--- src/rtl/rdq_pkg.sv ---
// shared constants, codes and types of the reversible deque
package rdq_pkg;

  localparam int DEPTH = 1024;
  localparam int IDX_W = $clog2(DEPTH);
  localparam int CNT_W = $clog2(DEPTH + 1);
  localparam int WORD_W = 32;
  localparam int OP_W = 3;
  localparam int STATUS_W = 2;

  localparam logic [OP_W-1:0] OP_PUSH_FRONT = 3'd0;
  localparam logic [OP_W-1:0] OP_PUSH_BACK  = 3'd1;
  localparam logic [OP_W-1:0] OP_POP_FRONT  = 3'd2;
  localparam logic [OP_W-1:0] OP_POP_BACK   = 3'd3;
  localparam logic [OP_W-1:0] OP_TOGGLE     = 3'd4;

  localparam logic [STATUS_W-1:0] ST_NONE  = 2'd0;
  localparam logic [STATUS_W-1:0] ST_VALID = 2'd1;
  localparam logic [STATUS_W-1:0] ST_EMPTY = 2'd2;
  localparam logic [STATUS_W-1:0] ST_FULL  = 2'd3;

  localparam logic [1:0] KIND_NOP  = 2'd0;
  localparam logic [1:0] KIND_PUSH = 2'd1;
  localparam logic [1:0] KIND_POP  = 2'd2;

  // physical command handed from the front part to the back part
  typedef struct packed {
    logic [1:0]               kind;
    logic                     at_front;
    logic signed [WORD_W-1:0] value;
  } cmd_t;

endpackage

--- src/rtl/rdq_in_if.sv ---
// request channel of the reversible deque
interface rdq_in_if;
  logic                              valid;
  logic                              ready;
  logic [rdq_pkg::OP_W-1:0]          op;
  logic signed [rdq_pkg::WORD_W-1:0] value;

  modport source (output valid, output op, output value, input ready);
  modport sink (input valid, input op, input value, output ready);
endinterface

--- src/rtl/rdq_front.sv ---
// front part: accepts requests, keeps the reverse flag, maps ops to physical commands
module rdq_front (
  input  logic          clk,
  input  logic          rst,
  rdq_in_if.sink        req,
  output logic          q_valid,
  output rdq_pkg::cmd_t q_cmd,
  input  logic          q_ready
);

  logic reversed;
  logic accept;

  assign req.ready = q_ready;
  assign q_valid   = req.valid;
  assign accept    = req.valid && q_ready;

  always_comb begin
    q_cmd.kind     = rdq_pkg::KIND_NOP;
    q_cmd.at_front = 1'b0;
    q_cmd.value    = req.value;
    unique case (req.op)
      rdq_pkg::OP_PUSH_FRONT: begin
        q_cmd.kind     = rdq_pkg::KIND_PUSH;
        q_cmd.at_front = !reversed;
      end
      rdq_pkg::OP_PUSH_BACK: begin
        q_cmd.kind     = rdq_pkg::KIND_PUSH;
        q_cmd.at_front = reversed;
      end
      rdq_pkg::OP_POP_FRONT: begin
        q_cmd.kind     = rdq_pkg::KIND_POP;
        q_cmd.at_front = !reversed;
      end
      rdq_pkg::OP_POP_BACK: begin
        q_cmd.kind     = rdq_pkg::KIND_POP;
        q_cmd.at_front = reversed;
      end
      default: begin
        // toggle and unused codes give a plain done result
        q_cmd.kind = rdq_pkg::KIND_NOP;
      end
    endcase
  end

  always_ff @(posedge clk) begin
    if (rst) begin
      reversed <= 1'b0;
    end else if (accept && req.op == rdq_pkg::OP_TOGGLE) begin
      reversed <= !reversed;
    end
  end

endmodule

--- src/flat_wrapper.sv ---
// flat-port wrapper written by rule: the top's interface ports become plain ports
module rdq_front_flat 
  (clk, rst, q_valid, q_cmd, q_ready, req_valid, req_op, req_value, req_ready);
  rdq_in_if req_i ();
  input  logic clk;
  input  logic rst;
  output logic q_valid;
  output rdq_pkg::cmd_t q_cmd;
  input  logic q_ready;
  input wire logic [$bits(req_i.valid)-1:0] req_valid;
  input wire logic [$bits(req_i.op)-1:0] req_op;
  input wire logic [$bits(req_i.value)-1:0] req_value;
  output wire logic [$bits(req_i.ready)-1:0] req_ready;
  assign req_i.valid = req_valid;
  assign req_i.op = req_op;
  assign req_i.value = req_value;
  assign req_ready = req_i.ready;
  rdq_front u_core (.clk(clk), .rst(rst), .req(req_i), .q_valid(q_valid), .q_cmd(q_cmd), .q_ready(q_ready));
endmodule
--- config.mk ---
export PLATFORM = sky130hd
export DESIGN_NAME = rdq_front_flat
export DESIGN_NICKNAME = d
export VERILOG_FILES = /design/src/rtl/rdq_pkg.sv /design/src/rtl/rdq_in_if.sv /design/src/rtl/rdq_front.sv /design/src/flat_wrapper.sv
export SDC_FILE = /design/constraint.sdc
export NUM_CORES = 1
export LEC_CHECK = 0
export BUFFER_PORTS_ARGS = -buffer_cell sky130_fd_sc_hd__buf_2
export CAP_MARGIN = 20
export CORE_UTILIZATION = 20
export DETAILED_ROUTE_END_ITERATION = 10
export PLACE_DENSITY = 0.78
export SETUP_SLACK_MARGIN = 0.2
export SYNTH_ARGS = -nofsm -noshare
export SYNTH_HDL_FRONTEND = slang
export SYNTH_SLANG_ARGS = --single-unit
--- constraint.sdc ---
create_clock -name clk -period 0.9 [get_ports clk]
set_input_delay 0.045 -clock clk [delete_from_list [all_inputs] [get_ports clk]]
set_output_delay 0.045 -clock clk [all_outputs]
set_load 0.01 [all_outputs]
; ---- Yosys cells after proc, flatten, opt, wreduce, memory -nomap -nowiden
; Index checks and enable logic that the tools add are counted.
[word_totals]
wordCells = 15
in_bits = 39
register_bits = 1
out_inout_bits = 37
[classes]
n_reduce_logical = 8
eq_ne = 4
muxes = 2
[op_table]
columns = operator, n
row1 = OR reduction 2 bit, 4
row2 = == test 3 x 2 -> 1 bit (second input constant), 2
row3 = one-hot mux 2 bit (2 select lines), 1
row4 = == test 3 x 1 -> 1 bit (second input constant), 1
row5 = == test 3 bit (second input constant), 1
row6 = zero test 3 bit, 1
row7 = logical AND 1 bit, 2
row8 = one-hot mux 1 bit (2 select lines), 1
row9 = zero test 1 bit, 1

; ---- Logic depth before layout (Yosys ltp)
; Gate-level depths: netlist (run 1).
[depth]
ltp_word = 3
mapped_depth = 3
mapped_depth_nobuf = 3

; ---- Worst setup path before layout (run 1)
; OpenSTA, ideal clock, no wires.
[synth_path]
kind = flip-flop to flip-flop
startpoint = register u_core.reversed
endpoint = register u_core.reversed
stages_incl_launch_ff = 3
path_buffers = 0
synth_period_minus_slack_ps = 839
t_arrival_ps = 716
slack_ps = 61
t_required_ps = 777
path_cell_list = dfxtp_1 and2b_1 mux2_1
[synth_via]
elab_chain_len = 1
[synth_rtl]
columns = item, line_no
row1 = start: declaration, rdq_front.sv:11  ; logic reversed;
row2 = start signal: assignment, rdq_front.sv:50  ; reversed <= !reversed;
row3 = zero test 1 bit, rdq_front.sv:50
; Every way passes these cells.
; A chain may end at the register's enable or synchronous reset.

; ---- Worst setup path in the final report (run 1)
; Ends and elaborated chain as after synthesis.

==> flow_metrics.tcl, run 1 <==
set metrics [dict create \
    rsz0062_at_grt "yes" \
    slew_headroom 0.919 \
    yosysSeqAreaShare 0.0606 \
    crit_cells 2 \
    wirelength_um 370 \
    clk_latency_ns 0 \
    io_buffers 11 \
    fin_skew_ns 0 \
    synthesis.nets 83 \
    crit_buf_inv 0 \
    critical_path.cell_chain "and2b_1 > mux2_4" \
    arrival_ns 0.70 \
    die_y_um 42.6 \
    totalNegativeSetupSlack_ns 0 \
    cp_max_fo 3 \
    fp.dieArea_um2 1820 \
    fin_cells 37 \
    cts-hold-fix-buffers 0 \
    cp_slowest_stage_delay_ns 0.30 \
    worst_r2r_path_depth 2 \
    p_leak_nw 0.0866 \
    cp-end-kind "register" \
    antenna_cells 0 \
    cap_violations 0 \
    drv_slew 0 \
    coreArea_um2 1520 \
    finalCritPeriodShare 0.911 \
    remaining_drc_errors 0 \
    cts_resized 0 \
    drtAntennaViolNets 0 \
    synthAdderAreaFrac 0 \
    final_hold_viol_count 0 \
    start_util 0.217 \
    placed_area_um2 155 \
    finalHoldWorstSlack_ns 0.0900 \
    rows 14 \
    tightest_slew_ns 0.121 \
    antenna_found_initial 0 \
    synth.distinct_cells 8 \
    reg.largest.list "u_core.reversed: 1 flops" \
    synth_compound_area_frac 0 \
    synth_seq_cells 1 \
    firstDrtPassIters 2 \
    worstHoldStart "req_value[13]" \
    syn_avg_cell_area_um2 7.51 \
    first_global_vias 124 \
    layout_common_cells "buf_2 (11), nor2_1 (4)" \
    synth_top_family_by_area "buffers and inverters" \
    largest_register "u_core.reversed" \
    crit_family "flip-flops" \
    design_area_um2 155 \
    place_inst 37 \
    period_minus_slack_ns 0.820 \
    drive_gt1_frac 0.619 \
    utilization 0.102 \
    grt_pass1_wl_um 483 \
    layout_commonest_cell "buf_2" \
    grt-ovfl-total 0 \
    max_freq_mhz 1220 \
    multiInputGateArea_um2 58.8 \
    path_clk_slew_ns 0 \
    wl_per_cell_um 10.0 \
    critPathSlowestCell "dfxtp_2" \
    ios 76 \
    avgViaCountPerCell 3.97 \
    critPathKind "reg2reg" \
    setup_violations 0 \
    peakVddDrop_uv 103 \
    die_x_um 42.6 \
    hp-class "in2out" \
    startpoint_type "register" \
    required_ns 0.78 \
    ys_warn_count 0 \
    grt_max_degree 5 \
    synth_area_leader_cell "buf_4" \
    grt_util_all_layers 0.0316 \
    area_delta_synth_final_pct -53.0 \
    synth_area_um2 330 \
    synthMuxAreaShare 0.0341 \
    whs_path_depth 0 \
    powerDensity_nw_per_um2 606 \
    synth.area.top_cells "buf_4 (77%), dfxtp_1 (6.1%), nor2_1 (4.5%)" \
    status "completed" \
    final_nets 62 \
    reg2reg_from "u_core.reversed" \
    vias 147 \
    largest_reg_flops 1 \
    regArea_um2 21.3 \
    nFillCells 174 \
    synth_xor_area_frac 0.0265 \
    crit_start "u_core.reversed" \
    synth_cells 44 \
    finalWeightedCongestion 0.510 \
    dpl.hpwl_um 306 \
    synthSimpleGateAreaFrac 0.106 \
    dr.first_iter.drc_count 1 \
    netlist.area_leader.share 0.773 \
]
==> timing repair <==
| action | 4_1_cts | 5_1_grt |
|---|---|---|
| buffers inserted | 0 | 0 |
| endpoints found under the setup margin | 2 | 2 |
| pin swaps | 2 | 2 |
==> layer usage <==
layer	global-route usage	part of all wire	up-vias
li1	-	-	55
met4	0.0500	0.078	0
met3	0.0345	0.33	10
met5	0	0	-
met1	0.0103	0.19	62
met2	0.0485	0.40	20
==> synth_stat cells <==
master / count
nor2b_1: 1
and2b_1: 1
nor2_1: 4
mux2_1: 1
buf_4: 34
nand4_1: 1
dfxtp_1: 1
xor2_1: 1
==> stage by stage <==
stage                     worst slack, ns  power, mW
after global routing               0.0482     0.0985
after CTS                          0.0769     0.0949
after detailed placement           0.0781     0.0947
after floorplan                    0.0924      0.218
after global placement             0.0842     0.0933
final                              0.0798     0.0940
==> cell type report <==
class | instances | area share
well taps | 16 | 0.129
multi-input cells | 9 | 0.379
repair buffers | 11 | 0.355
flip-flops and latches | 1 | 0.137
==> where the power goes <==
part | internal (mW) | total [mW] | switching [mW] | leakage (nW)
logic | 0.0243 | 0.0468 | 0.0225 | 0.0781
registers | 0.0464 | 0.0472 | 0.000760 | 0.00858
clock network | 0 | 0 | 0 | 0
total | 0.0707 | 0.0940 | 0.0233 | 0.0866
==> final timing paths <==
path | endpoint | slack, ns
hold / removal | q_cmd[13] | 0.09
hold reg to reg | u_core.reversed | 0.57
setup / recovery | u_core.reversed | 0.08
setup reg to reg | u_core.reversed | 0.08
==> logic make-up after synthesis <==
family / Yosys count
buffers and inverters: 34
and+or+nand+nor: 7
xor gates and xnor gates: 1
muxes: 1
DFF: 1
(Power assumes the default switching activity.)
==> inputs of run 2 (changes only) <==
--- a/config.mk
+++ b/config.mk
@@ -5,11 +5,11 @@
 export SDC_FILE = /design/constraint.sdc
 export NUM_CORES = 1
 export LEC_CHECK = 0
-export BUFFER_PORTS_ARGS = -buffer_cell sky130_fd_sc_hd__buf_2
 export CAP_MARGIN = 20
-export CORE_UTILIZATION = 20
+export CORE_AREA = 2 2 39 41
 export DETAILED_ROUTE_END_ITERATION = 10
-export PLACE_DENSITY = 0.78
+export DIE_AREA = 0 0 41 43
+export DONT_BUFFER_PORTS = 1
 export SETUP_SLACK_MARGIN = 0.2
 export SYNTH_ARGS = -nofsm -noshare
 export SYNTH_HDL_FRONTEND = slang
==> run 2 against run 1 <==
Critical path depth unchanged. Via count down 29%. Global-route usage down 0.56 points. Clock skew unchanged. First-iteration DRC count down 100%. Largest cell class unchanged. Largest power group unchanged. Highest routed layer unchanged.
==> flow_metrics.tcl, run 2 (synthesis results as in run 1) <==
set metrics [dict create \
    layout_commonest_cell "nor2_1" \
    cp_slowest_stage_delay_ns 0.30 \
    cp_max_fo 3 \
    rows 14 \
    crit_cells 2 \
    dr.first_iter.drc_count 0 \
    cts-hold-fix-buffers 0 \
    p_seq_frac 0.716 \
    cap_violations 0 \
    cp-end-kind "register" \
    ios 76 \
    avgViaCountPerCell 3.89 \
    antenna_cells 0 \
    remaining_drc_errors 0 \
    vias 105 \
    worst_r2r_path_depth 2 \
    arrival_ns 0.69 \
    coreArea_um2 1380 \
    final_nets 52 \
    hp-class "in2out" \
    critPathKind "reg2reg" \
    max_freq_mhz 1220 \
    p_comb_frac 0.284 \
    required_ns 0.78 \
    die_y_um 43 \
    powerDensity_nw_per_um2 597 \
    fin_skew_ns 0 \
    wirelength_um 311 \
    place_inst 26 \
    antenna_found_initial 0 \
    finalWeightedCongestion 0.418 \
    die_x_um 41 \
    clk_latency_ns 0 \
    rsz0062_at_grt "yes" \
    swShare 0.155 \
    drtAntennaViolNets 0 \
    r2r_setup_slack_ns 0.08 \
    pwr-share-clk 0 \
    fin_cells 27 \
    finalHoldWorstSlack_ns 0.0900 \
    grt_util_all_layers 0.0260 \
    grt-ovfl-total 0 \
    reg.largest.list "u_core.reversed: 1 flops" \
    startpoint_type "register" \
    largest_register "u_core.reversed" \
    drive_gt1_frac 0.364 \
    critPathSlowestCell "dfxtp_2" \
    critical_path.cell_chain "and2b_1 > mux2_4" \
    wl_per_cell_um 11.5 \
    period_minus_slack_ns 0.818 \
    final_hold_viol_count 0 \
    status "completed" \
    fp.dieArea_um2 1760 \
    area_delta_synth_final_pct -66.7 \
    r2r_end "u_core.reversed" \
    grt_max_degree 5 \
    nFillCells 163 \
    p_sw_mw 0.0102 \
    finalCritPeriodShare 0.909 \
    reg2reg_from "u_core.reversed" \
    crit_buf_inv 0 \
    start_util 0.239 \
    grt_pass1_wl_um 358 \
    drv_slew 0 \
    crit_end "u_core.reversed" \
    p_leak_nw 0.0471 \
    path_clk_slew_ns 0 \
    peakVddDrop_uv 52.4 \
    p_int_mw 0.0555 \
    firstDrtPassIters 1 \
    tightest_slew_ns 0.219 \
    slew_headroom 0.853 \
    first_global_vias 114 \
    totalNegativeSetupSlack_ns 0 \
    setup_violations 0 \
    io_buffers 0 \
    largest_reg_flops 1 \
    crit_start "u_core.reversed" \
    crit_family "flip-flops" \
]
run 2: cell count changes in the layout (fill, tap and decap cells not counted), sizes merged:
cell  before  now
buf       11    1
run 2: stage by stage:
| stage | power (mW) | instance area (um2) | util | setup slack (ns) |
|---|---|---|---|---|
| finish | 0.0657 | 110 | 0.0796 | 0.0821 |
| floorplan | 0.218 | 335 | - | 0.0924 |
| global placement | 0.0635 | 100 | 0.0723 | 0.0851 |
| detailed placement | 0.0636 | 100 | 0.0723 | 0.0737 |
| CTS | 0.0650 | 108 | 0.0778 | 0.0805 |
| global route | 0.0690 | 110 | 0.0796 | 0.0613 |
run 2: timing repair:
action / in CTS / in global routing
buffers inserted: 1 / 0
cloned: 0 / 0
endpoints found under the setup margin: 1 / 2
gates resized for setup: 0 / 1
run 2: final cells by class:
cell class	instances	area (um2)	share of cell area
Tap cell	16	20.0	0.182
Multi-Input combinational cell	9	61.3	0.557
Timing Repair Buffer	1	7.51	0.0682
Sequential cell	1	21.3	0.193
run 2: worst min-delay path by stage:
stage,from,endpoint,depth (start not counted)
final,req_value[26],q_cmd[26],0
after global routing,req_value[30],q_cmd[30],0
after CTS,req_value[11],q_cmd[11],0
after detailed placement,req_value[11],q_cmd[11],0
after global placement,req_value[11],q_cmd[11],0
after floorplan,req_op[1],q_cmd[33],1
run 2: metal layers:
| layer | GRT usage | vias up | share of wire | routed length, um |
|---|---|---|---|---|
| met5 | 0 | - | 0 | 0 |
| met4 | 0.0533 | 0 | 0.10 | 31 |
| met3 | 0.00524 | 10 | 0.28 | 86 |
| met2 | 0.0375 | 16 | 0.39 | 121 |
| met1 | 0.0159 | 44 | 0.23 | 72 |
| li1 | - | 35 | - | - |
run 2: power by group through the flow:
stage,clock (mW),combinational (mW),sequential (mW)
after floorplan,0,0.171,0.0471
after global placement,0,0.0163,0.0472
after detailed placement,0,0.0163,0.0473
after CTS,0,0.0179,0.0471
after global routing,0,0.0217,0.0473
final,0,0.0187,0.0470
run 2: worst register-to-register path, cell delays in order (launching register included):
cell and delay [ns]:
dfxtp_2 0.30, and2b_1 0.15, mux2_4 0.25
==> inputs of run 3 (changes only) <==
--- a/config.mk
+++ b/config.mk
@@ -5,6 +5,7 @@
 export SDC_FILE = /design/constraint.sdc
 export NUM_CORES = 1
 export LEC_CHECK = 0
+export ABC_AREA = 1
 export CAP_MARGIN = 20
 export CORE_AREA = 2 2 39 41
 export DETAILED_ROUTE_END_ITERATION = 10
==> run 3 against run 2 <==
Die area is the same. Worst setup slack gained 0.18 ns. Power grew 7.1%. Utilization grew 0.54 points. Critical endpoint unchanged. Highest routed layer unchanged.
==> flow_metrics.tcl, run 3 <==
set metrics [dict create \
    totalNegativeSetupSlack_ns 0 \
    start_util 0.251 \
    grt-ovfl-total 0 \
    firstDrtPassIters 2 \
    die_y_um 43 \
    clk_latency_ns 0 \
    synth_area_leader_cell "buf_4" \
    startpoint_type "register" \
    netlist.area_leader.share 0.734 \
    die_x_um 41 \
    avgViaCountPerCell 3.85 \
    arrival_ns 0.52 \
    synth.distinct_cells 10 \
    grt_max_degree 6 \
    antenna_found_initial 0 \
    synth_enable_flop_cells 0 \
    rsz0062_at_grt "no" \
    fp.dieArea_um2 1760 \
    cap_violations 0 \
    remaining_drc_errors 0 \
    synth_area_um2 348 \
    ios 76 \
    yosysSeqAreaShare 0.0576 \
    grt_pass1_wl_um 427 \
    dr.first_iter.drc_count 1 \
    crit_family "flip-flops" \
    layout_commonest_cell "nor2_1" \
    peakVddDrop_uv 64.6 \
    final_hold_viol_count 0 \
    hp-class "in2out" \
    drv_slew 0 \
    nFillCells 158 \
    cp-end-kind "register" \
    synth_common_cells "buf_4 (34), nor2_1 (5), inv_1 (4), nand2_1 (2)" \
    pre_cts_ws_ns 0.201 \
    vias 127 \
    layout_setup_ws_ns 0.263 \
    finalWeightedCongestion 0.463 \
    area_delta_synth_final_pct -66.2 \
    cp_max_fo 4 \
    synth_cells 51 \
    regArea_um2 21.3 \
    wirelength_um 376 \
    drtAntennaViolNets 0 \
    critical_path.cell_chain "nand4_1 > nand2_1 > nor2_1" \
    period_minus_slack_ns 0.637 \
    fin_skew_ns 0 \
    max_freq_mhz 1570 \
    reg.largest.list "u_core.reversed: 1 flops" \
    coreArea_um2 1380 \
    slew_headroom 0.851 \
    p_leak_nw 0.0556 \
    utilization 0.0850 \
    synth_top_flop_cell "dfxtp_1" \
    synth.area.top_cells "buf_4 (73%), dfxtp_1 (5.8%), nor2_1 (5.4%)" \
    ys_warn_count 0 \
    finalCritPeriodShare 0.707 \
    first_global_vias 114 \
    dpl.hpwl_um 326 \
    post_cts.repair.setup_buffers 0 \
    required_ns 0.78 \
    final_nets 58 \
    cp_slowest_stage_delay_ns 0.33 \
    status "completed" \
    largest_reg_flops 1 \
    crit_buf_inv 0 \
    setup_violations 0 \
    synth_seq_cells 1 \
    drive_gt1_frac 0.235 \
    io_buffers 0 \
    largest_register "u_core.reversed" \
    antenna_cells 0 \
    synthesis.nets 90 \
    cts-hold-fix-buffers 0 \
    path_clk_slew_ns 0 \
    layout_common_cells "nor2_1 (5), inv_1 (4), nand2_1 (2)" \
    critPathSlowestCell "dfxtp_2" \
    cts_resized 0 \
    rows 14 \
    tightest_slew_ns 0.223 \
    async_reset_ff_frac 0 \
    syn_avg_cell_area_um2 6.82 \
    powerDensity_nw_per_um2 599 \
    yosysMostFrequentCell "buf_4" \
    grt_util_all_layers 0.0340 \
    multiInputGateArea_um2 61.3 \
    critPathKind "reg2reg" \
    wl_per_cell_um 11.4 \
]
[run 3: changes by cell type in the layout (fill, tap and decap cells not counted), sizes merged]
cell    delta
a21oi      +1
nor2b      -1
and2b      -1
buf        -1
inv        +4
xor2       -1
o21bai     +1
nor2       +2
nand2      +3
mux2       -1
[run 3: cell families after synthesis]
kind of cell,Yosys count,synth area share
buffers and inverters,38,0.777
AO/OA/AOI/OAI,2,0.0360
flip-flops,1,0.0576
AND/OR/NAND/NOR,10,0.130
[run 3: routing by layer]
layer | wire length, um | GRT usage
met1 | 79 | 0.00635
met2 | 122 | 0.0438
met3 | 151 | 0.0628
met4 | 23 | 0.0400
met5 | 0 | 0
[run 3: power breakdown]
group	switching, mW	leakage (nW)	total (mW)	internal (mW)
registers	0.000981	0.00858	0.0474	0.0464
logic	0.0140	0.0471	0.0230	0.00898
clock network	0	0	0	0
total	0.0150	0.0556	0.0704	0.0554
[run 3: area by class of cell]
cell class / instances / area share
Multi-Input combinational cell: 12 / 0.521
Tap cell: 16 / 0.170
Sequential cell: 1 / 0.181
Inverter: 4 / 0.128
[run 3: worst paths after layout]
kind | start | to | slack, ns | cells after the start
worst max-delay path | u_core.reversed | u_core.reversed | 0.26 | 3
worst max register to register | u_core.reversed | u_core.reversed | 0.26 | 3
worst min-delay path | req_value[18] | q_cmd[18] | 0.09 | 0
worst min register to register | u_core.reversed | u_core.reversed | 0.50 | 2
[run 3: per-stage QoR]
| step | power (mW) | cell area, um2 | hold WS (ns) | std cells |
|---|---|---|---|---|
| finish | 0.0704 | 118 | 0.0900 | 33 |
| global route | 0.0749 | 118 | 0.0900 | 33 |
| CTS | 0.0690 | 113 | 0.0901 | 33 |
| detailed placement | 0.0689 | 113 | 0.0901 | 33 |
| global placement | 0.0688 | 113 | 0.0901 | 33 |
| floorplan | 0.223 | 348 | 0.133 | 51 |
