==> config.mk <==
export PLATFORM = sky130hd
export DESIGN_NAME = rdq_cmd_fifo
export DESIGN_NICKNAME = d
export VERILOG_FILES = /design/src/rtl/rdq_pkg.sv /design/src/rtl/rdq_cmd_fifo.sv
export SDC_FILE = /design/constraint.sdc
export NUM_CORES = 1
export LEC_CHECK = 0
export ABC_AREA = 1
export BUFFER_PORTS_ARGS = -buffer_cell sky130_fd_sc_hd__buf_4
export CORE_MARGIN = 2
export CORE_UTILIZATION = 52
export CTS_CLUSTER_DIAMETER = 80
export DETAILED_ROUTE_END_ITERATION = 16
export PLACE_DENSITY = 0.86
export SYNTH_ARGS = -nofsm -noshare
export SYNTH_HDL_FRONTEND = slang
export SYNTH_SLANG_ARGS = --single-unit
==> constraint.sdc <==
create_clock -name clk -period 3 [get_ports clk]
set_input_delay 0.3 -clock clk [delete_from_list [all_inputs] [get_ports clk]]
set_output_delay 0.3 -clock clk [all_outputs]
set_load 0.05 [all_outputs]
==> src/rtl/rdq_pkg.sv <==
// shared constants, codes and types of the reversible deque
package rdq_pkg;

  localparam int DEPTH = 1024;
  localparam int IDX_W = $clog2(DEPTH);
  localparam int CNT_W = $clog2(DEPTH + 1);
  localparam int WORD_W = 32;
  localparam int OP_W = 3;
  localparam int STATUS_W = 2;

  localparam logic [OP_W-1:0] OP_PUSH_FRONT = 3'd0;
  localparam logic [OP_W-1:0] OP_PUSH_BACK  = 3'd1;
  localparam logic [OP_W-1:0] OP_POP_FRONT  = 3'd2;
  localparam logic [OP_W-1:0] OP_POP_BACK   = 3'd3;
  localparam logic [OP_W-1:0] OP_TOGGLE     = 3'd4;

  localparam logic [STATUS_W-1:0] ST_NONE  = 2'd0;
  localparam logic [STATUS_W-1:0] ST_VALID = 2'd1;
  localparam logic [STATUS_W-1:0] ST_EMPTY = 2'd2;
  localparam logic [STATUS_W-1:0] ST_FULL  = 2'd3;

  localparam logic [1:0] KIND_NOP  = 2'd0;
  localparam logic [1:0] KIND_PUSH = 2'd1;
  localparam logic [1:0] KIND_POP  = 2'd2;

  // physical command handed from the front part to the back part
  typedef struct packed {
    logic [1:0]               kind;
    logic                     at_front;
    logic signed [WORD_W-1:0] value;
  } cmd_t;

endpackage

==> src/rtl/rdq_cmd_fifo.sv <==
// two-entry command queue between front and back
module rdq_cmd_fifo (
  input  logic          clk,
  input  logic          rst,
  input  logic          wr_valid,
  output logic          wr_ready,
  input  rdq_pkg::cmd_t wr_cmd,
  output logic          rd_valid,
  input  logic          rd_ready,
  output rdq_pkg::cmd_t rd_cmd
);

  rdq_pkg::cmd_t slots [2];
  logic          wr_ptr;
  logic          rd_ptr;
  logic [1:0]    fill;
  logic          do_wr;
  logic          do_rd;

  assign wr_ready = (fill != 2'd2);
  assign rd_valid = (fill != 2'd0);
  assign rd_cmd   = slots[rd_ptr];
  assign do_wr    = wr_valid && wr_ready;
  assign do_rd    = rd_valid && rd_ready;

  always_ff @(posedge clk) begin
    if (rst) begin
      wr_ptr <= 1'b0;
      rd_ptr <= 1'b0;
      fill   <= 2'd0;
    end else begin
      if (do_wr) begin
        wr_ptr <= !wr_ptr;
      end
      if (do_rd) begin
        rd_ptr <= !rd_ptr;
      end
      if (do_wr && !do_rd) begin
        fill <= fill + 2'd1;
      end else if (do_rd && !do_wr) begin
        fill <= fill - 2'd1;
      end
    end
  end

  always_ff @(posedge clk) begin
    if (do_wr) begin
      slots[wr_ptr] <= wr_cmd;
    end
  end

endmodule

# --- After elaboration in Yosys (flattened, before gate mapping) ---
# Memories as Yosys holds them, arrays and structs flattened. A register that Yosys moved wholly into a read port is not among the register bits.
# Cells that the tools add are included.
classes:
  add_sub_neg: 2
  eq_ne: 1
  n_mux: 6
  reduce_logical: 10
op_table:
  columns: ["operator", "n"]
  rows:
  - ["1-bit logical AND", 4]
  - ["1-bit zero test", 4]
  - ["1-bit 2-to-1 mux", 4]
  - ["2-bit 2-to-1 mux", 2]
  - ["2-bit nonzero test", 2]
  - ["2-bit by 1-bit adder with 2-bit output, second input constant", 1]
  - ["2-bit inequality test, second input constant", 1]
  - ["2-bit by 1-bit subtractor with 2-bit output, second input constant", 1]
word_totals:
  reg_bits: 4
  ram_bits: 70
  in_bits: 39
  out_inout_bits: 37
  word_cells: 23
  mem_count: 1
memory_table:
  columns: ["name", "words", "word_bits", "read_ports", "rd_ports_with_merged_regs", "write_ports", "line", "rtl"]
  rows:
  - ["slots", 2, 35, 1, 1, 1, "rdq_cmd_fifo.sv:13", "rdq_pkg::cmd_t slots [2];"]

# --- Longest topological paths before layout ---
# Gate-level depths: netlist of the first run.
depth:
  depth_word: 6
  mapped_depth: 11
  mapped_depth_nobuf: 11

# --- Worst setup path after synthesis of the first run ---
# OpenSTA, ideal clock, no wires.
synth_timing:
  path_kind: "flip-flop to flip-flop"
  start: "reg fill[0]"
  end: "mem slots[0][0] (netlist name), enable pin"
  setup_time_ns: 0.427
  t_arrival_ns: 2.423
  t_required_ns: 2.573
  path_slack_ns: 0.150
  path_stages_with_launch: 5
  n_path_buf: 0
  synth_period_minus_slack_ns: 2.850
  path_cell_list: "dfxtp_1 > inv_1 > nand2_1 > nand2_1 > nor2_1"
synth_via:
  elab_chain_len: 4
synth_lines:
  columns: ["item", "line", "rtl"]
  rows:
  - ["from (decl)", "rdq_cmd_fifo.sv:16", "logic [1:0] fill;"]
  - ["from (signal assigned)", "rdq_cmd_fifo.sv:39", "fill <= fill + 2'd1;"]
  - ["from (signal assigned)", "rdq_cmd_fifo.sv:41", "fill <= fill - 2'd1;"]
  - ["2-bit inequality test", "rdq_cmd_fifo.sv:20", "assign wr_ready = (fill != 2'd2);"]
  - ["via wr_ready", "rdq_cmd_fifo.sv:6", "output logic wr_ready,"]
  - ["1-bit logical AND", "rdq_cmd_fifo.sv:23", "assign do_wr = wr_valid && wr_ready;"]
  - ["1-bit 2-to-1 mux", "rdq_cmd_fifo.sv:47", "if (do_wr) begin"]
  - ["1-bit 2-to-1 mux (implied by the code)", "rdq_cmd_fifo.sv:48", "slots[wr_ptr] <= wr_cmd;"]
  - ["to (decl)", "rdq_cmd_fifo.sv:13", null]
# The timed path passes the listed nets, and every way through them passes these cells.

==> run summary, run 1 <==
The run finished with clean final reports. Traced cell by cell, the critical path runs through buf_4, mux2_2, buf_4. The run gives 4 as the length of the first detailed-routing pass in iterations.

The logs give 3142 µm for the estimated wirelength of the detail-placed design and 0.006229 mm² for the total die area. The share of synthesized area spent on multiplexers came out at 0.1736. For the area of the mapped netlist, the log shows 0.002919 mm². The logs give 1.76 ns for the critical path data arrival time and 0.3161 for the relative slew slack.

The DRC violation count after routing is 0, and the global routing usage summed across all routing layers is 0.1571. In this design, the stage delay of the slowest critical-path cell is 0.50 ns. The tools report the antenna diode count as 0. The endpoint required time on the critical path came out at 2.70 ns. Fill cells in the final layout number 393. Kind of critical path: reg2out. Among all stages on the critical path, the largest delay is contributed by buf_4. The adder-cell share of the synthesized area is 0.004286. The die boundary height is 78.93 µm.

The critical path crosses 3 cells after its start point. The final clock period utilization by the worst path is 0.6869. The tool flagged a number of max-cap violations equal to 0. Area growth from synthesis to final layout: 28.55%.

The violation count after the first detailed-routing iteration is 63, and the fraction of layout instances using a drive strength above 1 is 0.5513. The number of warnings issued by yosys was 0. A synthesized cell averages 19.99 µm². The area fraction in and, or, nand and nor cells after synthesis was 0.02615; the total number of placement rows was 27.

The post-synthesis compound-gate area fraction came out at 0.006858. Across all register-to-register paths, the minimum setup slack is 1.15 ns. The post-CTS clock slew at the launch and capture registers of the worst setup and hold paths is 0.07 ns, and the maximum level of the CTS H-tree is 3.

Number of library cell types mapped by synthesis: 14. Setup repair after global routing left no endpoint under its margin. Counting stages on the worst path, the most repeated cell is buf_4.

Gates resized during post-CTS repair numbered 0. For the pin with the worst max-slew slack, the measured transition is 1.023 ns. Once layout is done, the placed cells without fillers occupy 0.003752 mm². The kind of start point of the critical path is a flip-flop.

Insertion delay to the later sink of the worst-skew pair: 0.33 ns. The first global-routing pass estimated 7079 µm of wire. After synthesis, the largest family of logic cells by area is multiplexers.

Critical register-to-register path startpoint: fill[0]$_SDFFE_PP0P_. The critical path capture point was rd_cmd[31]. The run gives 0.7544 as the post-synthesis sequential area ratio.

The largest net degree at the start of global routing is 36, and the largest driver fanout on the critical path is 35. Power comes to 3.536 mW. The fraction of met3 tracks used by global routing is 0.03295, and the maximum VDD drop is 0.4808 mV. The run gives 269 as the final net count.

Static timing analysis puts the maximum clock frequency at 0.4853 GHz. The average via count per standard cell was 4.843; the placer's final routability congestion estimate was 0.7097. The area taken by flip-flops and latches came out at 0.002203 mm². The floorplan step set the die width to 78.93 µm. The shortest period the worst path allows was 2.061 ns; the number of pins with negative max-slew slack in the final report was 0. The root buffer cell chosen for the clock tree is clkbuf_8.

Setup violations remaining at the end of the flow were counted as 0. TritonCTS built the clock tree. The worst path meets setup with 0.9394 ns of slack.

For this run, the number of standard cells in the final layout without fillers is 306. The run gives 0 as the remaining global-route overflow. The routed length per instance was 15.25 µm; the worst setup skew after layout was 0.006155 ns.

Summing over every cut layer, the via total after detailed routing is 1482. The number of buffer cells added on primary ports is 75. The clock drives 75 sinks.

The family with the most delay on the worst path is buffers and inverters. Together, buffers and inverters on the worst path number 2. Once detail routing completed, the nets flagged for antenna violations numbered 0.

The logs give 0 for the initial antenna violation count and 0.1875 for the routing usage on met1. The layer with the highest usage after global routing is met2. The number of cells on the worst reg-to-reg path is 4.

The run gives 4666 µm as the total length of routed wires. The run gives 186 as the synthesized net count. Prior to clock tree synthesis, the placed netlist has a worst setup slack of 1.153 ns. The fraction of met2 tracks used by global routing came out at 0.2641. In the final layout, the multi-input gates occupy 630.6 µm². The run gives 0.5334 as the initial core utilization. The tools report the placed cell area as 0.003525 mm².

The core region is 0.005473 mm². The tools report the total setup buffers inserted after CTS as 0. The number of instances in the synthesized netlist is 146. The logs give 290 for the total placed cells including tap cells and 1476 for the number of global-route vias before repair. Counting flops and latches in the post-synthesis netlist gives 75. The worst min-delay path category is in2reg. The run gives 1.499 nW as the leakage power. 76 I/O pins were placed.

The logs give 0 for the number of endpoints with negative hold slack in the final report and 0 for the number of hold buffers added after CTS. The maximum buffer depth of the clock tree was 2; the total power per unit cell area was 942.4 mW/mm². In this run the critical register-to-register path is captured at slots[0][28]$_DFFE_PP_. The setup TNS came out at 0 ns. The share of the synthesized netlist area taken by xor and xnor gates was 0; the CTS buffer count was 9.

The worst setup path is captured at a primary output.
==> final cells by class <==
class	count	area share
clock inverters	4	0.01934
well taps	72	0.02401
clock buffers	12	0.04135
flip-flops and latches	75	0.5872
multi-input cells	59	0.1681
inverters	8	0.008003
repair buffers	76	0.1521
==> Yosys cell counts <==
| cell | n | share of area |
|---|---|---|
| nor2_1 | 7 | 0.0090 |
| nand2_1 | 9 | 0.012 |
| nand4_1 | 1 | 0.0021 |
| inv_1 | 8 | 0.010 |
| a21oi_1 | 2 | 0.0034 |
| buf_12 | 3 | 0.021 |
| ha_1 | 1 | 0.0043 |
| mux2_2 | 5 | 0.019 |
| nand3_1 | 2 | 0.0034 |
| buf_6 | 1 | 0.0039 |
| o21ai_0 | 2 | 0.0034 |
| edfxtp_1 | 70 | 0.72 |
| mux2_4 | 30 | 0.15 |
| dfxtp_1 | 5 | 0.034 |
==> cell usage in the layout (no fill, tap or decap) <==
cell / instances
a21oi_1: 2
buf_4: 76
bufinv_16: 2
clkbuf_1: 1
clkbuf_8: 11
clkinv_2: 1
clkinvlp_4: 1
dfxtp_1: 4
dfxtp_2: 1
edfxtp_1: 70
ha_1: 1
inv_1: 8
mux2_2: 5
mux2_4: 30
nand2_1: 9
nand3_1: 2
nand4_1: 1
nor2_1: 5
nor2_4: 2
o21ai_0: 2
==> stage by stage <==
step                      hold WS, ns  utilization
after floorplan                0.3989            -
after CTS                      0.1365       0.6856
final                          0.1519       0.6856
after detailed placement       0.4892       0.6440
after global routing           0.1340       0.6856
after global placement         0.4818       0.6440
==> how the worst min path moves through the flow <==
stage,startpoint,cells past startpoint,end
global placement,rd_ptr$_SDFFE_PP0P_,2,rd_ptr$_SDFFE_PP0P_
finish,wr_cmd[27],1,slots[1][27]$_DFFE_PP_
detailed placement,wr_cmd[6],1,slots[1][6]$_DFFE_PP_
global route,wr_cmd[4],1,slots[1][4]$_DFFE_PP_
floorplan,wr_cmd[0],0,slots[0][0]$_DFFE_PP_
CTS,wr_cmd[27],1,slots[1][27]$_DFFE_PP_
==> state kept, by name (all words and copies together), names as in the netlist, named ones only <==
| register | cells |
|---|---|
| wr_ptr | 1 |
| slots | 70 |
| rd_ptr | 1 |
| fill | 2 |
==> power breakdown <==
group	total [mW]	switching [mW]	internal, mW
clock	0.846	0.333	0.513
sequential	1.37	0.0450	1.33
combinational	1.32	0.854	0.463
total	3.54	1.23	2.30
==> metal layers <==
layer / vias to the layer above / routed length, µm
met5: - / 0
met4: 0 / 100
met3: 9 / 237
met2: 52 / 2340
met1: 711 / 1987
li1: 710 / -
==> kinds of logic (layout without fill, tap and decap cells) <==
logic type               Yosys count  in the layout
AO/OA/AOI/OAI                      4              4
adder cells (fa/ha/maj)            1              1
buffers and inverters             12            100
flip-flops                        75             75
multiplexers                      35             35
AND/OR/NAND/NOR                   19             19
Power figures use the tool's default switching activity.
==> inputs of run 2 (changes only) <==
- clock period: 3 -> 2.1 ns (I/O delays scaled with it)
==> run 2 against run 1 <==
Compared with the run above: count of clock-buffer cells in the layout fell by 3; sequential share of layout area fell by 0.70 points; non-clock buffer count rose by 4; sequential cell count did not move; power rose by 45%; first-iteration DRC count fell by 33%.
==> run summary, run 2 (synthesis results as in run 1) <==
The flow ran to the end, and the final reports show no timing, DRC or antenna violations. The final clock period utilization by the worst path is 0.9016, and the endpoint required time on the critical path is 1.89 ns. For this run, the post-layout net count is 273. After detailed routing, no signal wire sits above met4. Across the routed clock network, the largest skew measured is 0.002133 ns.

The logs give 9 for the CTS buffer count and 0 for the remaining antenna violation count after routing. Leakage power: 1.526 nW. The number of buffers and inverters on the critical path is 2. The critical path data arrival time was 1.68 ns. The most common cell after layout, fill and taps aside was buf_4.

The slew at the pin with the worst max-slew slack came out at 0.3694 ns. Number of global-route vias before repair: 1528. For the total number of placement rows, the log shows 27.

The repair_antennas step left the layout with diodes totalling 0. Once the clock tree was built, the setup fixing pass inserted 0 buffers. The tree is rooted in a clkbuf_8. The number of buffer cells added on primary ports is 75, and the routed length per instance is 15.07 µm. Total number of vias: 1494.

Wire segments on met2 add up to 2586 µm in the final route. The family with the most delay on the worst path is flip-flops. For this run, design rule violations remaining after detail routing come to 0. The run gives 3296 µm as the estimated wirelength of the detail-placed design. The number of endpoints with negative hold slack in the final report was 0. Counting I/O delays and the setup requirement, the final critical path takes 1.893 ns. For the number of hold buffers added after CTS, the log shows 0. Setup repair after global routing left no endpoint under its margin. TritonCTS built the clock tree. Number of maximum-capacitance constraint violations: 0.

Clock tree synthesis found a total of 75 sinks. The number of gates resized after CTS was 0. Traced cell by cell, the critical path runs through buf_12, mux2_4, buf_4. For the length of routed wiring on met1, the log shows 1767 µm.

Clock latency on the worst-skew pair, taken at its later pin, is 0.33 ns. STA classifies the critical path startpoint as a flip-flop. The master of the slowest instance on the critical path was dfxtp_2.

The utilization of the core after routing is 0.6939, and the total setup violations reported at the end of the flow is 0. The maximum clock rate was 0.5282 GHz; the maximum buffer depth of the clock tree was 2. The worst setup path is captured at a primary output.

Routability-driven placement finished with a final weighted congestion of 0.7757. The global routing usage summed across all routing layers was 0.1559. The detailed router finished its first iteration with 42 violations.

Entering global routing, the biggest net connects 25 pins. The first detailed-routing pass ran for 4 iterations. The tools report the number of filler cells placed in the layout as 390.

Wires add up to 4672 µm. During I/O placement, the number of pins put on the boundary was 76. The area growth from synthesis to final layout is 30.09%, and the post-CTS clock slew at the launch and capture registers of the worst setup and hold paths is 0.07 ns. Across the VDD grid, the largest voltage drop is 0.7478 mV. The average via count per standard cell was 4.819; the placeable core region was 0.005473 mm². The initial antenna violation count is 0, and the total power per unit cell area is 1346 mW/mm². The run gives 212 µm as the sum of met3 wire segment lengths after detailed routing.

The worst hold path belongs to the class in2reg. The remaining global-route overflow was 0. The tools report the wire length of the first global-routing pass as 6975 µm. The top cell types in the final layout, fill and taps aside, are 79 x buf_4, 70 x edfxtp_1, 30 x mux2_4. The die boundary height was 78.93 µm; the number of flip-flops under the largest register name was 70. In this run the horizontal extent of the chip is 78.93 µm.

The largest single stage delay on the critical path is 0.56 ns. The fraction of layout instances using a drive strength above 1 was 0.5504; the total die area was 0.006229 mm². The kind of critical path is reg2out. The largest registers in the layout are slots (70), fill (2). The initial core utilization is 0.5334, and the largest driver fanout on the critical path is 24.

The run gives 5.112 mW as the total power consumption of the routed design. slots holds more flip-flops than any other register. The relative slew slack is 0.7538, and the maximum level of the CTS H-tree is 3. The number of pins with negative max-slew slack in the final report was 0.
## run 2: metrics by stage
step           area [µm²]  setup slack [ns]  instances  TNS [ns]  hold WS, ns
3_3_place_gp         3567            0.5642        294         0       0.3953
4_1_cts              3797            0.1693        310         0      0.04497
3_5_place_dp         3567            0.5407        294         0       0.3979
5_1_grt              3797            0.1122        310         0      0.04322
6_report             3797            0.2067        310         0      0.06282
2_1_floorplan        2924           -0.2010        146    -14.07       0.3089
## run 2: final cells by class
type                    count  area, µm²  area share
clock inverters             7      106.4     0.02801
clock buffers               9      123.9     0.03262
flip-flops and latches     75       2203      0.5802
repair buffers             80      613.1      0.1614
well taps                  72      90.09     0.02372
inverters                   8      30.03    0.007908
multi-input cells          59      630.6      0.1661
## run 2: metal layers
metal,track usage,vias up
li1,-,721
met1,0.1688,719
met2,0.2769,47
met3,0.03750,7
met4,0.09310,0
met5,0,-
## run 2: path summary, 6_finish.rpt
| path | from | cells after the start | slack, ns | to |
|---|---|---|---|---|
| min reg2reg | rd_ptr$_SDFFE_PP0P_ | 2 | 0.51 | rd_ptr$_SDFFE_PP0P_ |
| max reg2reg | fill[0]$_SDFFE_PP0P_ | 10 | 0.55 | fill[1]$_SDFFE_PP0P_ |
| max | flip-flop | 3 | 0.21 | rd_cmd[2] |
| min | wr_cmd[21] | 1 | 0.06 | slots[0][21]$_DFFE_PP_ |
## run 2: power by group
part | internal (mW) | total (mW) | switching, mW | leakage (nW)
clock | 0.775 | 1.25 | 0.471 | 0.116
combinational | 0.692 | 1.88 | 1.19 | 0.716
sequential | 1.89 | 1.98 | 0.0920 | 0.695
## run 2: worst reg2reg max path, cell delays in order, from the launching register on
cell,delay (ns)
dfxtp_1,0.31
inv_1,0.11
nand2_1,0.09
nand2_1,0.20
inv_1,0.10
ha_1,0.33
inv_1,0.09
nand3_1,0.08
nand2_1,0.06
inv_1,0.04
nor2_1,0.08
==> inputs of run 3 (changes only) <==
- GPL_TIMING_DRIVEN: unset -> 0
==> run 3 against run 2 <==
Compared with the run above: clock power down 20%; clock skew grew 0.0044 ns; largest power group is now combinational logic; critical path type unchanged; core utilization increased by 0.39 points; largest cell class unchanged.
==> run summary, run 3 (synthesis results as in run 1) <==
The number of gates resized after CTS was 0. The tools report the placer's final routability congestion estimate as 0.7535. The repair_antennas step left the layout with diodes totalling 0. The tools report the total number of placement rows as 27. The worst setup path is launched from a flip-flop. The floorplan step set the die height to 78.93 µm.

The tools report the DRC violation count after routing as 0. The tools report the number of maximum-capacitance constraint violations as 0. Clock tree synthesis selected as its root buffer the cell clkbuf_8. The share of total power in sequential cells came out at 0.393.

The global routing usage summed across all routing layers came out at 0.1603. After detailed routing, the average wire length per cell comes to 15.58 µm. For the worst-skew pair, the clock arrives at the later sink with an insertion delay of 0.32 ns. The final clock period utilization by the worst path came out at 0.8066. The slowest stage of the critical path is the dfxtp_1 cell. TritonCTS built the clock tree. For the violation count after the first detailed-routing iteration, the log shows 70.

The register with the most flip-flops in the final layout is slots. Setup repair after global routing left no endpoint under its margin. The largest driver fanout on the critical path works out to 10. Port buffering added 75 buffers. For this design the ratio of total power to cell area is 1300 mW/mm². In the final layout, the registers with the most flip-flops are slots (70), fill (2). The largest net degree at the start of global routing came out at 25. The number of setup buffers added after CTS is 0.

The shortest period the worst path allows is 1.694 ns. In this run the count of I/O pins placed on the die edge is 76. Once detail routing completed, the nets flagged for antenna violations numbered 0.

Setup violations remaining at the end of the flow were counted as 0. The run gives 0.5334 as the initial core utilization. The logs give 0.6992 for the relative slew slack and 0.4061 ns for the final worst slack. For this design, the sink count on the clock tree is 75. The logs give 0.201 for the share of total power in the clock network and 0 for the number of pins with negative max-slew slack in the final report. Traced cell by cell, the critical path runs through buf_6, buf_12, mux2_4, buf_4.

The setup path with the least slack is of type reg2out. For the number of global-route vias before repair, the log shows 1628. Cell internal power was estimated by the tool at 3.197 mW.

The final net count was 274. The tools report the number of endpoints with negative hold slack in the final report as 0. For the initial antenna violation count, the log shows 0. The fraction of power consumed by combinational cells was 0.406.

Maximum clock rate: 0.5904 GHz. At the worst endpoint, the required time is 1.89 ns. For the final database, setup skew stands at 0.006533 ns. The H-tree generated during clock tree synthesis spans 3 levels.

Using the TritonRoute via totals, the vias-per-cell ratio works out to 4.910. The logs give 7293 µm for the wire length of the first global-routing pass and 0 for the remaining global-route overflow. The family with the most delay on the worst path was buffers and inverters. The worst setup path is captured at a primary output.

The critical path data arrival time was 1.48 ns; the combined area of the multi-input logic cells was 630.6 µm². The run gives 9 as the CTS buffer count. In the layout the commonest cells are 75 x buf_4, 70 x edfxtp_1, 30 x mux2_4.

The run gives 0.8365 mV as the maximum VDD drop. The number of hold buffers added after CTS is 0. The library cell used most frequently in the layout, excluding fill and tap cells, is buf_4.

The fraction of layout instances using a drive strength above 1 works out to 0.5356. Worst min-delay path category: in2reg. The number of buffers and inverters on the critical path was 3. The worst setup slack after placement is 0.4918 ns. The total area inside the core boundary comes to 0.005473 mm².

For this block, the via count after detailed routing is 1527. The switching share of power is 0.3563, and the maximum buffer depth of the clock tree is 2. Detailed placement finished with a half-perimeter wire length of 3463 µm. The flow ran to the end, and the final reports show no timing, DRC or antenna violations.

The logs give 1.769 mW for the reported net switching power and 1.523 nW for the leakage power. The filler cells instantiated in the layout total 379. Across all hold checks on the routed design, the worst slack comes to 0.06679 ns.

Compared with the post-synthesis result, the final layout area differs by 30.82%. At the pin with the least slew margin, the transition time is 0.4502 ns. After clock tree synthesis, the clock-pin slew on the worst setup and hold paths is 0.07 ns. For this block, the routed nets add up to 4844 µm of wire. The total die area was 0.006229 mm²; the number of flip-flops under the largest register name was 70. In this run the horizontal extent of the chip is 78.93 µm.

The length of the first detailed-routing pass in iterations was 4; the delay contributed by the slowest stage of the critical path was 0.33 ns. The area taken by flip-flops and latches is 0.002202 mm².
-- run 3: cell count changes in the layout (fill, tap and decap cells not counted) --
cell and delta:
buf_16 +2, buf_6 +1, clkbuf_1 +3, bufinv_16 -2, clkinv_2 -1, dfxtp_1 +1, dfxtp_2 -1, buf_12 +2
buf_4 -4
-- run 3: power by group through the flow --
stage	Clock [mW]	Combinational, mW	Sequential, mW
after floorplan	0	1.49	1.97
after global placement	0	1.93	1.98
after detailed placement	0	2.03	1.99
after CTS	1.02	2.03	1.96
after global routing	1.08	2.10	1.97
final	0.998	2.01	1.95
-- run 3: path summary, 6_finish.rpt --
check                       start                     end  cells past startpoint  slack (ns)
max                     flip-flop               rd_cmd[9]                      4        0.41
min                    wr_cmd[21]  slots[1][21]$_DFFE_PP_                      1        0.07
max reg2reg  fill[0]$_SDFFE_PP0P_   slots[1][9]$_DFFE_PP_                      5        0.50
min reg2reg   rd_ptr$_SDFFE_PP0P_               flip-flop                      2        0.51
-- run 3: per-layer routing --
layer  global-route usage  vias to the layer above  share of wire
li1                     -                      720              -
met1               0.1621                      752           0.36
met3              0.03636                        7          0.044
met2               0.3077                       48           0.58
met4              0.07759                        0          0.016
met5                    0                        -              0
-- run 3: final cells by class --
cell class                 instances  area share
timing repair buffer              77      0.1619
tap                               72     0.02359
sequential                        75      0.5767
clock buffer                      12     0.03539
inverter                           8    0.007864
multi-input combinational         59      0.1651
buffer                             4     0.01868
clock inverter                     4     0.01081
-- run 3: through the flow --
| step | cell area [µm²] | power, mW | utilization | cells | setup TNS (ns) |
|---|---|---|---|---|---|
| global route | 3819 | 5.154 | 0.6978 | 311 | 0 |
| detailed placement | 3642 | 4.017 | 0.6655 | 295 | 0 |
| global placement | 3577 | 3.911 | 0.6536 | 293 | -17.62 |
| floorplan | 2924 | 3.460 | - | 146 | -14.07 |
| finish | 3819 | 4.966 | 0.6978 | 311 | 0 |
| CTS | 3819 | 5.010 | 0.6978 | 311 | 0 |
-- run 3: worst reg2reg max path: stages (launching register included) --
cell and delay (ns):
dfxtp_1 0.33, inv_1 0.09, nand2_1 0.09, nand2_1 0.15
nor2_4 0.40, buf_16 0.24
